===== config.mk =====
export PLATFORM = sky130hd
export DESIGN_NAME = script_token_lexer
export DESIGN_NICKNAME = d
export VERILOG_FILES = /design/src/rtl/slt_pkg.sv /design/src/rtl/slt_front.sv /design/src/rtl/slt_queue.sv /design/src/rtl/slt_back.sv /design/src/rtl/script_token_lexer.sv
export SDC_FILE = /design/constraint.sdc
export NUM_CORES = 1
export LEC_CHECK = 0
export ABC_AREA = 1
export BUFFER_PORTS_ARGS = -buffer_cell sky130_fd_sc_hd__clkbuf_2
export CAP_MARGIN = 5
export CORE_ASPECT_RATIO = 0.9
export CORE_UTILIZATION = 50
export DETAILED_ROUTE_END_ITERATION = 7
export PLACE_DENSITY = 0.66
export SYNTH_ARGS = -nofsm -noshare
export SYNTH_HDL_FRONTEND = slang
export SYNTH_HIERARCHICAL = 1
export SYNTH_SLANG_ARGS = --single-unit

===== constraint.sdc =====
create_clock -name clk -period 8.63 [get_ports clk]
set_clock_uncertainty 0.1 [all_clocks]
set_input_delay 0.863 -clock clk [delete_from_list [all_inputs] [get_ports clk]]
set_output_delay 0.863 -clock clk [all_outputs]
set_load 0.01 [all_outputs]

===== src/rtl/slt_pkg.sv =====
// Shared token kinds, run descriptor type and keyword text for the token lexer.
package slt_pkg;

  localparam logic [4:0] K_EOF    = 5'd0;
  localparam logic [4:0] K_EOL    = 5'd1;
  localparam logic [4:0] K_KW0    = 5'd2;
  localparam logic [4:0] K_LPAREN = 5'd12;
  localparam logic [4:0] K_RPAREN = 5'd13;
  localparam logic [4:0] K_COMMA  = 5'd14;
  localparam logic [4:0] K_ADD    = 5'd15;
  localparam logic [4:0] K_SUB    = 5'd16;
  localparam logic [4:0] K_MUL    = 5'd17;
  localparam logic [4:0] K_DIV    = 5'd18;
  localparam logic [4:0] K_MOD    = 5'd19;
  localparam logic [4:0] K_ASSIGN = 5'd20;
  localparam logic [4:0] K_LT     = 5'd22;
  localparam logic [4:0] K_GT     = 5'd24;
  localparam logic [4:0] K_NUM    = 5'd26;
  localparam logic [4:0] K_ICHAR  = 5'd27;
  localparam logic [4:0] K_IEND   = 5'd28;
  localparam logic [4:0] K_ERR    = 5'd29;

  localparam int PREFIX_DEPTH = 7;

  // One accepted word's results: held prefix characters, then up to two tokens.
  typedef struct packed {
    logic [2:0]                          nflush;
    logic [1:0]                          next;
    logic [PREFIX_DEPTH-1:0][7:0]        prefix;
    logic [4:0]                          kind0;
    logic [31:0]                         val0;
    logic [4:0]                          kind1;
    logic [7:0]                          val1;
  } desc_t;

  // Keyword text, first character in the top byte; zero past the end.
  function automatic logic [7:0] kw_char(input logic [3:0] k, input logic [3:0] p);
    logic [63:0] s;
    logic [63:0] t;
    s = 64'h0;
    case (k)
      4'd0: s = {"and", 40'h0};
      4'd1: s = {"end", 40'h0};
      4'd2: s = {"else", 32'h0};
      4'd3: s = "function";
      4'd4: s = {"if", 48'h0};
      4'd5: s = {"not", 40'h0};
      4'd6: s = {"or", 48'h0};
      4'd7: s = {"return", 16'h0};
      4'd8: s = {"var", 40'h0};
      4'd9: s = {"while", 24'h0};
      default: s = 64'h0;
    endcase
    t = s << {p[2:0], 3'b000};
    return p[3] ? 8'h00 : t[63:56];
  endfunction

endpackage


===== src/rtl/slt_front.sv =====
// Front end: classifies each source word and builds its result descriptor.
module slt_front (
  input  logic          clk,
  input  logic          rst,
  input  logic          accept,
  input  logic [7:0]    char_byte,
  input  logic          end_of_source,
  output logic          push,
  output slt_pkg::desc_t desc
);
  import slt_pkg::*;

  localparam logic [3:0] M_IDLE    = 4'd0;
  localparam logic [3:0] M_KEYWORD = 4'd1;
  localparam logic [3:0] M_NUMBER  = 4'd2;
  localparam logic [3:0] M_IDENT   = 4'd3;
  localparam logic [3:0] M_PEND_EQ = 4'd4;
  localparam logic [3:0] M_PEND_LT = 4'd5;
  localparam logic [3:0] M_PEND_GT = 4'd6;
  localparam logic [3:0] M_COMMENT = 4'd7;
  localparam logic [3:0] M_ERROR   = 4'd8;

  localparam logic [3:0] KW_END  = 4'd1;
  localparam logic [3:0] KW_ELSE = 4'd2;

  typedef struct packed {
    logic [3:0] mode;
    logic       emit;
    logic [4:0] kind;
    logic       start_kw;
    logic [3:0] kw;
    logic       start_num;
  } bt_t;

  logic [3:0]                   mode, mode_next;
  logic [3:0]                   cand, cand_next;
  logic [2:0]                   mp, mp_next;
  logic [PREFIX_DEPTH-1:0][7:0] pbuf, pbuf_next;
  logic [31:0]                  acc, acc_next;

  logic [1:0]  tn;
  logic [4:0]  tk [2];
  logic [31:0] tv [2];
  logic [2:0]  nflush;
  bt_t         bt;
  logic        fin;
  logic [7:0]  c, l;
  logic [3:0]  k;
  logic        c_digit, c_ident;

  function automatic logic [7:0] to_lower(input logic [7:0] x);
    return (x >= "A" && x <= "Z") ? x + 8'd32 : x;
  endfunction

  function automatic logic is_digit(input logic [7:0] x);
    return x >= "0" && x <= "9";
  endfunction

  function automatic logic is_ident(input logic [7:0] x);
    return (x >= "a" && x <= "z") || (x >= "A" && x <= "Z") || is_digit(x) || x == "_";
  endfunction

  // Classify the first character of a new token.
  function automatic bt_t begin_token(input logic [7:0] x);
    bt_t r;
    r = '0;
    r.mode = M_IDLE;
    if (x == " " || x == 8'd13) begin
      r.mode = M_IDLE;
    end else if (x == "#") begin
      r.mode = M_COMMENT;
    end else if (x == 8'd10) begin
      r.emit = 1'b1;
      r.kind = K_EOL;
    end else begin
      r.start_kw = 1'b1;
      r.mode = M_KEYWORD;
      case (to_lower(x))
        "a": r.kw = 4'd0;
        "e": r.kw = 4'd1;
        "f": r.kw = 4'd3;
        "i": r.kw = 4'd4;
        "n": r.kw = 4'd5;
        "o": r.kw = 4'd6;
        "r": r.kw = 4'd7;
        "v": r.kw = 4'd8;
        "w": r.kw = 4'd9;
        default: begin
          r.start_kw = 1'b0;
          r.mode = M_IDLE;
        end
      endcase
      if (!r.start_kw) begin
        r.emit = 1'b1;
        case (x)
          "(": r.kind = K_LPAREN;
          ")": r.kind = K_RPAREN;
          ",": r.kind = K_COMMA;
          "+": r.kind = K_ADD;
          "-": r.kind = K_SUB;
          "*": r.kind = K_MUL;
          "/": r.kind = K_DIV;
          "%": r.kind = K_MOD;
          "=": begin r.emit = 1'b0; r.mode = M_PEND_EQ; end
          "<": begin r.emit = 1'b0; r.mode = M_PEND_LT; end
          ">": begin r.emit = 1'b0; r.mode = M_PEND_GT; end
          default: begin
            if (is_digit(x)) begin
              r.emit = 1'b0;
              r.start_num = 1'b1;
              r.mode = M_NUMBER;
            end else if (is_ident(x)) begin
              r.kind = K_ICHAR;
              r.mode = M_IDENT;
            end else begin
              r.kind = K_ERR;
              r.mode = M_ERROR;
            end
          end
        endcase
      end
    end
    return r;
  endfunction

  assign c       = char_byte;
  assign l       = to_lower(char_byte);
  assign fin     = end_of_source || char_byte == 8'd0;
  assign c_digit = is_digit(char_byte);
  assign c_ident = is_ident(char_byte);
  assign bt      = begin_token(char_byte);

  // Next state and the token list for this word.
  always_comb begin
    mode_next = mode;
    cand_next = cand;
    mp_next   = mp;
    pbuf_next = pbuf;
    acc_next  = acc;
    tn        = 2'd0;
    tk[0]     = K_EOF;
    tk[1]     = K_EOF;
    tv[0]     = 32'd0;
    tv[1]     = 32'd0;
    nflush    = 3'd0;
    k         = cand;
    if (fin) begin
      case (mode)
        M_KEYWORD: begin nflush = mp; tk[0] = K_IEND; tn = 2'd1; end
        M_NUMBER:  begin tk[0] = K_NUM; tv[0] = acc; tn = 2'd1; end
        M_IDENT:   begin tk[0] = K_IEND; tn = 2'd1; end
        M_PEND_EQ: begin tk[0] = K_ASSIGN; tn = 2'd1; end
        M_PEND_LT: begin tk[0] = K_LT; tn = 2'd1; end
        M_PEND_GT: begin tk[0] = K_GT; tn = 2'd1; end
        M_COMMENT: begin tk[0] = K_EOL; tn = 2'd1; end
        default: tn = 2'd0;
      endcase
      if (mode != M_ERROR) begin
        tk[tn[0]] = K_EOF;
        tv[tn[0]] = 32'd0;
        tn = tn + 2'd1;
      end
      mode_next = M_IDLE;
      cand_next = 4'd0;
      mp_next   = 3'd0;
      acc_next  = 32'd0;
    end else begin
      case (mode)
        M_KEYWORD: begin
          if (cand == KW_END && mp == 3'd1 && l == "l") begin
            k = KW_ELSE;
          end
          cand_next = k;
          if (l == kw_char(k, {1'b0, mp}) && l != 8'd0) begin
            if (kw_char(k, {1'b0, mp} + 4'd1) == 8'd0 || mp == 3'd7) begin
              tk[0] = K_KW0 + {1'b0, k};
              tn = 2'd1;
              mode_next = M_IDLE;
              mp_next = 3'd0;
            end else begin
              pbuf_next[mp] = c;
              mp_next = mp + 3'd1;
            end
          end else begin
            nflush = mp;
            mp_next = 3'd0;
            tn = 2'd1;
            if (c_ident) begin
              tk[0] = K_ICHAR;
              tv[0] = {24'd0, c};
              mode_next = M_IDENT;
            end else begin
              tk[0] = K_IEND;
              mode_next = bt.mode;
            end
          end
        end
        M_NUMBER: begin
          if (c_digit) begin
            acc_next = (acc << 3) + (acc << 1) + {28'd0, c[3:0]};
          end else begin
            tk[0] = K_NUM;
            tv[0] = acc;
            tn = 2'd1;
            mode_next = bt.mode;
          end
        end
        M_IDENT: begin
          tn = 2'd1;
          if (c_ident) begin
            tk[0] = K_ICHAR;
            tv[0] = {24'd0, c};
          end else begin
            tk[0] = K_IEND;
            mode_next = bt.mode;
          end
        end
        M_PEND_EQ, M_PEND_LT, M_PEND_GT: begin
          tn = 2'd1;
          tk[0] = (mode == M_PEND_EQ) ? K_ASSIGN : (mode == M_PEND_LT) ? K_LT : K_GT;
          if (c == "=") begin
            tk[0] = tk[0] + 5'd1;
            mode_next = M_IDLE;
          end else begin
            mode_next = bt.mode;
          end
        end
        M_COMMENT: begin
          if (c == 8'd10) begin
            tk[0] = K_EOL;
            tn = 2'd1;
            mode_next = M_IDLE;
          end
        end
        M_ERROR: mode_next = M_ERROR;
        default: mode_next = bt.mode;
      endcase
      // Apply the new-token classification where this word starts one.
      if (mode_next == bt.mode && mode != M_ERROR &&
          (mode == M_IDLE || (mode == M_KEYWORD && tk[0] == K_IEND && tn == 2'd1) ||
           (mode == M_NUMBER && !c_digit) || (mode == M_IDENT && !c_ident) ||
           ((mode == M_PEND_EQ || mode == M_PEND_LT || mode == M_PEND_GT) && c != "="))) begin
        if (bt.emit) begin
          tk[tn[0]] = bt.kind;
          tv[tn[0]] = (bt.kind == K_ICHAR) ? {24'd0, c} : 32'd0;
          tn = tn + 2'd1;
        end
        if (bt.start_kw) begin
          cand_next = bt.kw;
          pbuf_next[0] = c;
          mp_next = 3'd1;
        end
        if (bt.start_num) begin
          acc_next = {28'd0, c[3:0]};
        end
      end
    end
  end

  // Pack the descriptor for the queue.
  always_comb begin
    desc.nflush = nflush;
    desc.next   = tn;
    desc.prefix = pbuf;
    desc.kind0  = tk[0];
    desc.val0   = tv[0];
    desc.kind1  = tk[1];
    desc.val1   = tv[1][7:0];
  end

  assign push = accept && (nflush != 3'd0 || tn != 2'd0);

  // Advance lexer state on each accepted word.
  always_ff @(posedge clk) begin
    if (rst) begin
      mode <= M_IDLE;
      cand <= 4'd0;
      mp   <= 3'd0;
      acc  <= 32'd0;
    end else if (accept) begin
      mode <= mode_next;
      cand <= cand_next;
      mp   <= mp_next;
      acc  <= acc_next;
    end
  end

  // Hold prefix characters while matching.
  always_ff @(posedge clk) begin
    if (accept) begin
      pbuf <= pbuf_next;
    end
  end

  a_end_idle: assert property (@(posedge clk) disable iff (rst)
    accept && fin |=> mode == M_IDLE && mp == 3'd0)
    else $error("lexer not idle after end of source");

  a_mp_keyword: assert property (@(posedge clk) disable iff (rst)
    mode != M_KEYWORD |-> mp == 3'd0)
    else $error("match position set outside keyword matching");

  a_cand_range: assert property (@(posedge clk) disable iff (rst)
    mode == M_KEYWORD |-> cand <= 4'd9 && mp != 3'd0)
    else $error("bad keyword candidate");

endmodule


===== src/rtl/slt_queue.sv =====
// Descriptor queue between the front end and the token sequencer.
module slt_queue #(
  parameter int DEPTH = 4
) (
  input  logic           clk,
  input  logic           rst,
  input  logic           push,
  input  slt_pkg::desc_t push_data,
  output logic           full,
  input  logic           pop,
  output logic           head_valid,
  output slt_pkg::desc_t head
);
  import slt_pkg::*;

  localparam int PW = (DEPTH > 1) ? $clog2(DEPTH) : 1;
  localparam int CW = $clog2(DEPTH + 1);

  desc_t         mem [DEPTH];
  logic [PW-1:0] wp, rp;
  logic [CW-1:0] count;

  assign full       = count == CW'(DEPTH);
  assign head_valid = count != '0;
  assign head       = mem[rp];

  // Store pushed descriptors.
  always_ff @(posedge clk) begin
    if (push) begin
      mem[wp] <= push_data;
    end
  end

  // Advance pointers and occupancy.
  always_ff @(posedge clk) begin
    if (rst) begin
      wp    <= '0;
      rp    <= '0;
      count <= '0;
    end else begin
      if (push) begin
        wp <= (wp == PW'(DEPTH - 1)) ? '0 : wp + 1'b1;
      end
      if (pop) begin
        rp <= (rp == PW'(DEPTH - 1)) ? '0 : rp + 1'b1;
      end
      if (push && !pop) begin
        count <= count + 1'b1;
      end else if (pop && !push) begin
        count <= count - 1'b1;
      end
    end
  end

endmodule


===== src/rtl/slt_back.sv =====
// Back end: expands each descriptor into tokens, one token per cycle while tok_stall is low.
module slt_back (
  input  logic                clk,
  input  logic                rst,
  input  logic                head_valid,
  input  slt_pkg::desc_t      head,
  output logic                pop,
  output logic                tok_valid,
  input  logic                tok_stall,
  output logic [4:0]          token_kind,
  output logic signed [31:0]  token_value,
  output logic                last_of_run
);
  import slt_pkg::*;

  logic [3:0]  idx;
  logic [3:0]  total;
  logic [3:0]  rel;
  logic        load;
  logic        fire;
  logic [4:0]  sel_kind;
  logic [31:0] sel_val;
  logic        sel_last;

  assign total = {1'b0, head.nflush} + {2'b00, head.next};
  assign rel   = idx - {1'b0, head.nflush};
  assign load  = !tok_valid || !tok_stall;
  assign fire  = load && head_valid;
  assign pop   = fire && sel_last;

  // Select the token at the current position of the run.
  always_comb begin
    sel_last = idx == total - 4'd1;
    if (idx < {1'b0, head.nflush}) begin
      sel_kind = K_ICHAR;
      sel_val  = {24'd0, head.prefix[idx[2:0]]};
    end else if (rel == 4'd0) begin
      sel_kind = head.kind0;
      sel_val  = head.val0;
    end else begin
      sel_kind = head.kind1;
      sel_val  = {24'd0, head.val1};
    end
  end

  // Step through the run.
  always_ff @(posedge clk) begin
    if (rst) begin
      idx <= 4'd0;
    end else if (fire) begin
      idx <= sel_last ? 4'd0 : idx + 4'd1;
    end
  end

  // Output register.
  always_ff @(posedge clk) begin
    if (rst) begin
      tok_valid <= 1'b0;
    end else if (load) begin
      tok_valid <= head_valid;
    end
  end

  always_ff @(posedge clk) begin
    if (fire) begin
      token_kind  <= sel_kind;
      token_value <= sel_val;
      last_of_run <= sel_last;
    end
  end

  a_idx_range: assert property (@(posedge clk) disable iff (rst)
    head_valid |-> idx < total)
    else $error("run position past end of descriptor");

  a_idx_reset: assert property (@(posedge clk) disable iff (rst)
    pop |=> idx == 4'd0)
    else $error("run position not cleared after last token");

  a_pop_last: assert property (@(posedge clk) disable iff (rst)
    pop |=> tok_valid && last_of_run)
    else $error("descriptor retired without last token");

endmodule


===== src/rtl/script_token_lexer.sv =====
// Top level of the script token lexer.
// Takes one source byte per cycle on src_valid/src_stall while src_stall is
// low and sends tokens on tok_valid/tok_stall. A word that flushes held
// keyword prefix characters produces up to nine tokens, which the token
// sequencer sends one per cycle while tok_stall is low, so the input stalls
// only when the descriptor queue (QUEUE_DEPTH runs) fills up.
module script_token_lexer #(
  parameter int QUEUE_DEPTH = 4
) (
  input  logic               clk,
  input  logic               rst,
  input  logic               src_valid,
  output logic               src_stall,
  input  logic [7:0]         char_byte,
  input  logic               end_of_source,
  output logic               tok_valid,
  input  logic               tok_stall,
  output logic [4:0]         token_kind,
  output logic signed [31:0] token_value,
  output logic               last_of_run
);
  import slt_pkg::*;

  logic  accept;
  logic  push;
  logic  full;
  logic  pop;
  logic  head_valid;
  desc_t desc;
  desc_t head;

  assign src_stall = full;
  assign accept    = src_valid && !full;

  slt_front u_front (
    .clk           (clk),
    .rst           (rst),
    .accept        (accept),
    .char_byte     (char_byte),
    .end_of_source (end_of_source),
    .push          (push),
    .desc          (desc)
  );

  slt_queue #(.DEPTH(QUEUE_DEPTH)) u_queue (
    .clk        (clk),
    .rst        (rst),
    .push       (push),
    .push_data  (desc),
    .full       (full),
    .pop        (pop),
    .head_valid (head_valid),
    .head       (head)
  );

  slt_back u_back (
    .clk         (clk),
    .rst         (rst),
    .head_valid  (head_valid),
    .head        (head),
    .pop         (pop),
    .tok_valid   (tok_valid),
    .tok_stall   (tok_stall),
    .token_kind  (token_kind),
    .token_value (token_value),
    .last_of_run (last_of_run)
  );

endmodule


==> flow_summary.ini <==
[final_layout]
postLayoutCoreUtil = 0.557
layout-drive-gt1-share = 0.0866
num-nets-final = 2839
synthToLayoutAreaGrowth_pct = 9.96

[synthesis]
syn_area_per_cell_sq_um = 10.4
synth.ff_latch_count = 595
ys_warn_count = 6
ys_async_rst_share = 0
synth_cell_types = 60
syn-instance-count = 2724
synth_edf_count = 538
synth_sequential_area_ratio = 0.612
synth_top_flop_cell = sky130_fd_sc_hd__edfxtp_1
synth.net_count = 2829
post_synth_instance_area_sq_um = 28300

[timing]
fin_ws_ns = 1.14
timing.final.hold_violations = 0
slew_hr = 0.222
report.final.slew_viol_count = 0
final_period_utilization = 0.868
achievable-frequency_mhz = 133
final_period_minus_worst_setup_slack_ns = 7.49
fin_tns_setup_ns = 0
worst_pin_slew_ns = 1.16
unrepaired_setup_endpoints_after_global_routing = no
final-setup-viol-count = 0

[min_path]
worstHoldPathCells = 2
hold_path_class = reg2reg

[placement]
placement.io_buffers = 52
post-dp-hpwl_mm = 49.1
placement.setup.worst_slack_ns = 0.594
gp_congestion = 0.947

[critical_path]
timing.critical_path.arrival_ns = 7.69
critPathMaxFanout = 45
cp_data_required_time_ns = 8.83
library_cell_contributing_the_largest_single_delay_on_the_critical_path = sky130_fd_sc_hd__a2111oi_0
r2r.worst_path.cells = 31
start_kind = flip-flop
type_of_destination_of_the_critical_path = flip-flop
critical-path-top-cell-by-count = sky130_fd_sc_hd__nand2_1
worst_path_largest_cell_delay_ns = 0.81
critical_path_class = reg2reg

[grt]
overflow = 0
grt_antenna_before_repair = 3
grt_pass1_vias = 19200
grt_pass1_wl_mm = 113
overall_global_routing_resource_usage = 0.258
maximum_number_of_pins_on_one_net_before_global_route_repair = 101

[outcome]
outcome = complete, no violations

[routing]
detail_route.wl_per_cell_um = 20.9
detailed_router_s_first_iteration_violation_count = 2483
routed-via-count = 20500
via_per_inst = 5.80
post_route_ant_nets = 0
first_pass_iters = 5
routed_wirelength_mm = 74.1
remaining_drc_errors = 0

[floorplan]
i_o_pins = 53
die_height_um = 228
effective_utilization_at_floorplan = 0.506
floorplan.die.width_um = 253
row_count = 82
dieArea_sq_um = 57500
core_box_area_sq_um = 55800

[power]
total_power_mw = 9.45
ir_drop_v = 0.000215
p_per_cell_area_nw_per_um2 = 304
leakage_power_nw = 11.8

[cts]
cts_setup_buffers = 0
htree_num_levels = 2
clkLatencyLatePin_ns = 0.62
cts-hold-fix-buffers = 0
cts-root-buf = sky130_fd_sc_hd__clkbuf_16
clk_pin_slew_ns = 0.06
ctsResizeCount = 0
clock_path_buffers = 3
cts.sinks = 595
cts_tree = yes
cts_buffers = 58

[job]
max_cap_violations = 0
kinds of logic after synthesis:
| group | Yosys count | synth area share |
|---|---|---|
| buffers and inverters | 378 | 0.0595 |
| flip-flops | 595 | 0.612 |
| XOR/XNOR | 37 | 0.0115 |
| AND/OR/NAND/NOR | 994 | 0.152 |
| adder cells (fa/ha/maj) | 92 | 0.0421 |
| other | 1 | 0.000133 |
| AO/OA/AOI/OAI | 627 | 0.123 |
critical path: cells and delay by family, from the launching register on:
kind	cells	cell delay (ns)
buf+inv	7	1.87
simple gates	20	2.82
compound gates	1	0.81
fa+ha+maj	3	0.84
flops	1	0.62
cells in the final DEF, fill, tap and decap left out, types with 6 or more instances in the layout:
cell type and n:
sky130_fd_sc_hd__dfxtp_1 55, sky130_fd_sc_hd__o21ai_1 86, sky130_fd_sc_hd__buf_12 9, sky130_fd_sc_hd__o221ai_1 6
sky130_fd_sc_hd__buf_4 24, sky130_fd_sc_hd__nand4_1 38, sky130_fd_sc_hd__nand3_1 107, sky130_fd_sc_hd__nand2_2 16
sky130_fd_sc_hd__o21ai_0 220, sky130_fd_sc_hd__o211ai_1 22, sky130_fd_sc_hd__clkinv_1 21, sky130_fd_sc_hd__bufinv_16 9
sky130_fd_sc_hd__a21oi_1 141, sky130_fd_sc_hd__o22ai_1 114, sky130_fd_sc_hd__nor2_2 6, sky130_fd_sc_hd__inv_2 12
sky130_fd_sc_hd__nand2_1 347, sky130_fd_sc_hd__inv_1 218, sky130_fd_sc_hd__nor2_1 414, sky130_fd_sc_hd__clkbuf_1 13
sky130_fd_sc_hd__xnor2_1 10, sky130_fd_sc_hd__clkbuf_16 59, sky130_fd_sc_hd__nor3_1 34, sky130_fd_sc_hd__edfxtp_1 538
sky130_fd_sc_hd__nor2_4 7, sky130_fd_sc_hd__ha_1 87, sky130_fd_sc_hd__clkinv_2 8, sky130_fd_sc_hd__clkbuf_2 52
sky130_fd_sc_hd__xor2_1 27
cells in the mapped netlist, types with 3 or more instances:
cell type                  instances  area [sq um]
sky130_fd_sc_hd__nand2_2          16           100
sky130_fd_sc_hd__dfxtp_1          57          1140
sky130_fd_sc_hd__clkbuf_1         62           233
sky130_fd_sc_hd__buf_6            20           225
sky130_fd_sc_hd__a21oi_1         141           706
sky130_fd_sc_hd__o21ai_0         220          1100
sky130_fd_sc_hd__ha_1             87          1090
sky130_fd_sc_hd__a21boi_0          3          22.5
sky130_fd_sc_hd__a211oi_1          3          22.5
sky130_fd_sc_hd__xnor2_1          10          87.6
sky130_fd_sc_hd__o21bai_1          4          30.0
sky130_fd_sc_hd__inv_1           223           837
sky130_fd_sc_hd__buf_2            34           170
sky130_fd_sc_hd__o211ai_1         22           165
sky130_fd_sc_hd__nor2_2            4          25.0
sky130_fd_sc_hd__nand2_4           3          33.8
sky130_fd_sc_hd__inv_2            14          52.6
sky130_fd_sc_hd__nand3_1         107           536
sky130_fd_sc_hd__buf_1             5          18.8
sky130_fd_sc_hd__nor2_1          416          1560
sky130_fd_sc_hd__edfxtp_1        538         16200
sky130_fd_sc_hd__nor3_1           34           170
sky130_fd_sc_hd__nor2_4            7          78.8
sky130_fd_sc_hd__xor2_1           27           236
sky130_fd_sc_hd__o21ai_2           3          26.3
sky130_fd_sc_hd__nand3_4           4          70.1
sky130_fd_sc_hd__nor4_1            4          25.0
sky130_fd_sc_hd__fa_1              5           100
sky130_fd_sc_hd__o22ai_1         114           713
sky130_fd_sc_hd__buf_4            12          90.1
sky130_fd_sc_hd__nand4_1          38           238
sky130_fd_sc_hd__a21o_1            4          30.0
sky130_fd_sc_hd__clkinv_1          5          18.8
sky130_fd_sc_hd__o31ai_1           4          30.0
sky130_fd_sc_hd__o21ai_1          86           430
sky130_fd_sc_hd__nand3_2           5          50.1
sky130_fd_sc_hd__a31oi_1           3          18.8
sky130_fd_sc_hd__nand2_1         347          1300
sky130_fd_sc_hd__o221ai_1          6          52.6
report_power, final:
group	internal (mW)	switching (mW)
clock network	1.53	1.07
registers	3.62	0.187
logic	0.883	2.16
total	6.03	3.42
through the flow:
step | area [sq um] | std cells | hold WS (ns)
after floorplan | 28300 | 2724 | 0.345
after global placement | 29100 | 3430 | 0.353
after detailed placement | 29100 | 3430 | 0.357
after CTS | 31100 | 3540 | 0.366
after global routing | 31100 | 3540 | 0.401
final | 31100 | 3541 | 0.365
path summary, 6_finish.rpt:
kind / from / slack (ns) / to
max: u_front/mp[1] / 1.14 / u_queue/mem[3][58]
min: u_front/acc[31] / 0.37 / u_front/acc[31]
max reg2reg: u_front/mp[1] / 1.14 / u_queue/mem[3][58]
min reg2reg: u_front/acc[31] / 0.37 / u_front/acc[31]
state kept, by name (all words and copies together), names as in the netlist, named ones only:
signal and flops:
u_back/token_value 32, u_back/idx 4, u_front/mode 4, u_queue/rp 2, u_back/last_of_run 1, u_queue/wp 2
u_front/cand 4, u_front/desc 56, u_queue/count 3, u_front/acc 32, u_back/tok_valid 1, u_queue/mem 444
u_front/mp 3, u_back/token_kind 5
area by class of cell:
cell class                      count  area, sq um
Fill cell                        4742        24700
Inverter                          243          931
Clock inverter                     38          453
Tap cell                          756          946
Clock buffer                       72         1530
Multi-Input combinational cell   1751         9300
Sequential cell                   595        17300
Antenna cell                        1         2.50
Timing Repair Buffer               85          621
layer usage:
layer	part of all wire	track usage	vias to the layer above	wire [um]
met1	0.46	0.395	10000	34300
met5	0	0	-	0
met2	0.44	0.387	833	32600
met4	0.020	0.0635	0	1510
li1	-	-	9604	-
met3	0.078	0.0352	104	5760
No activity file was read; power rests on OpenSTA's default activity.
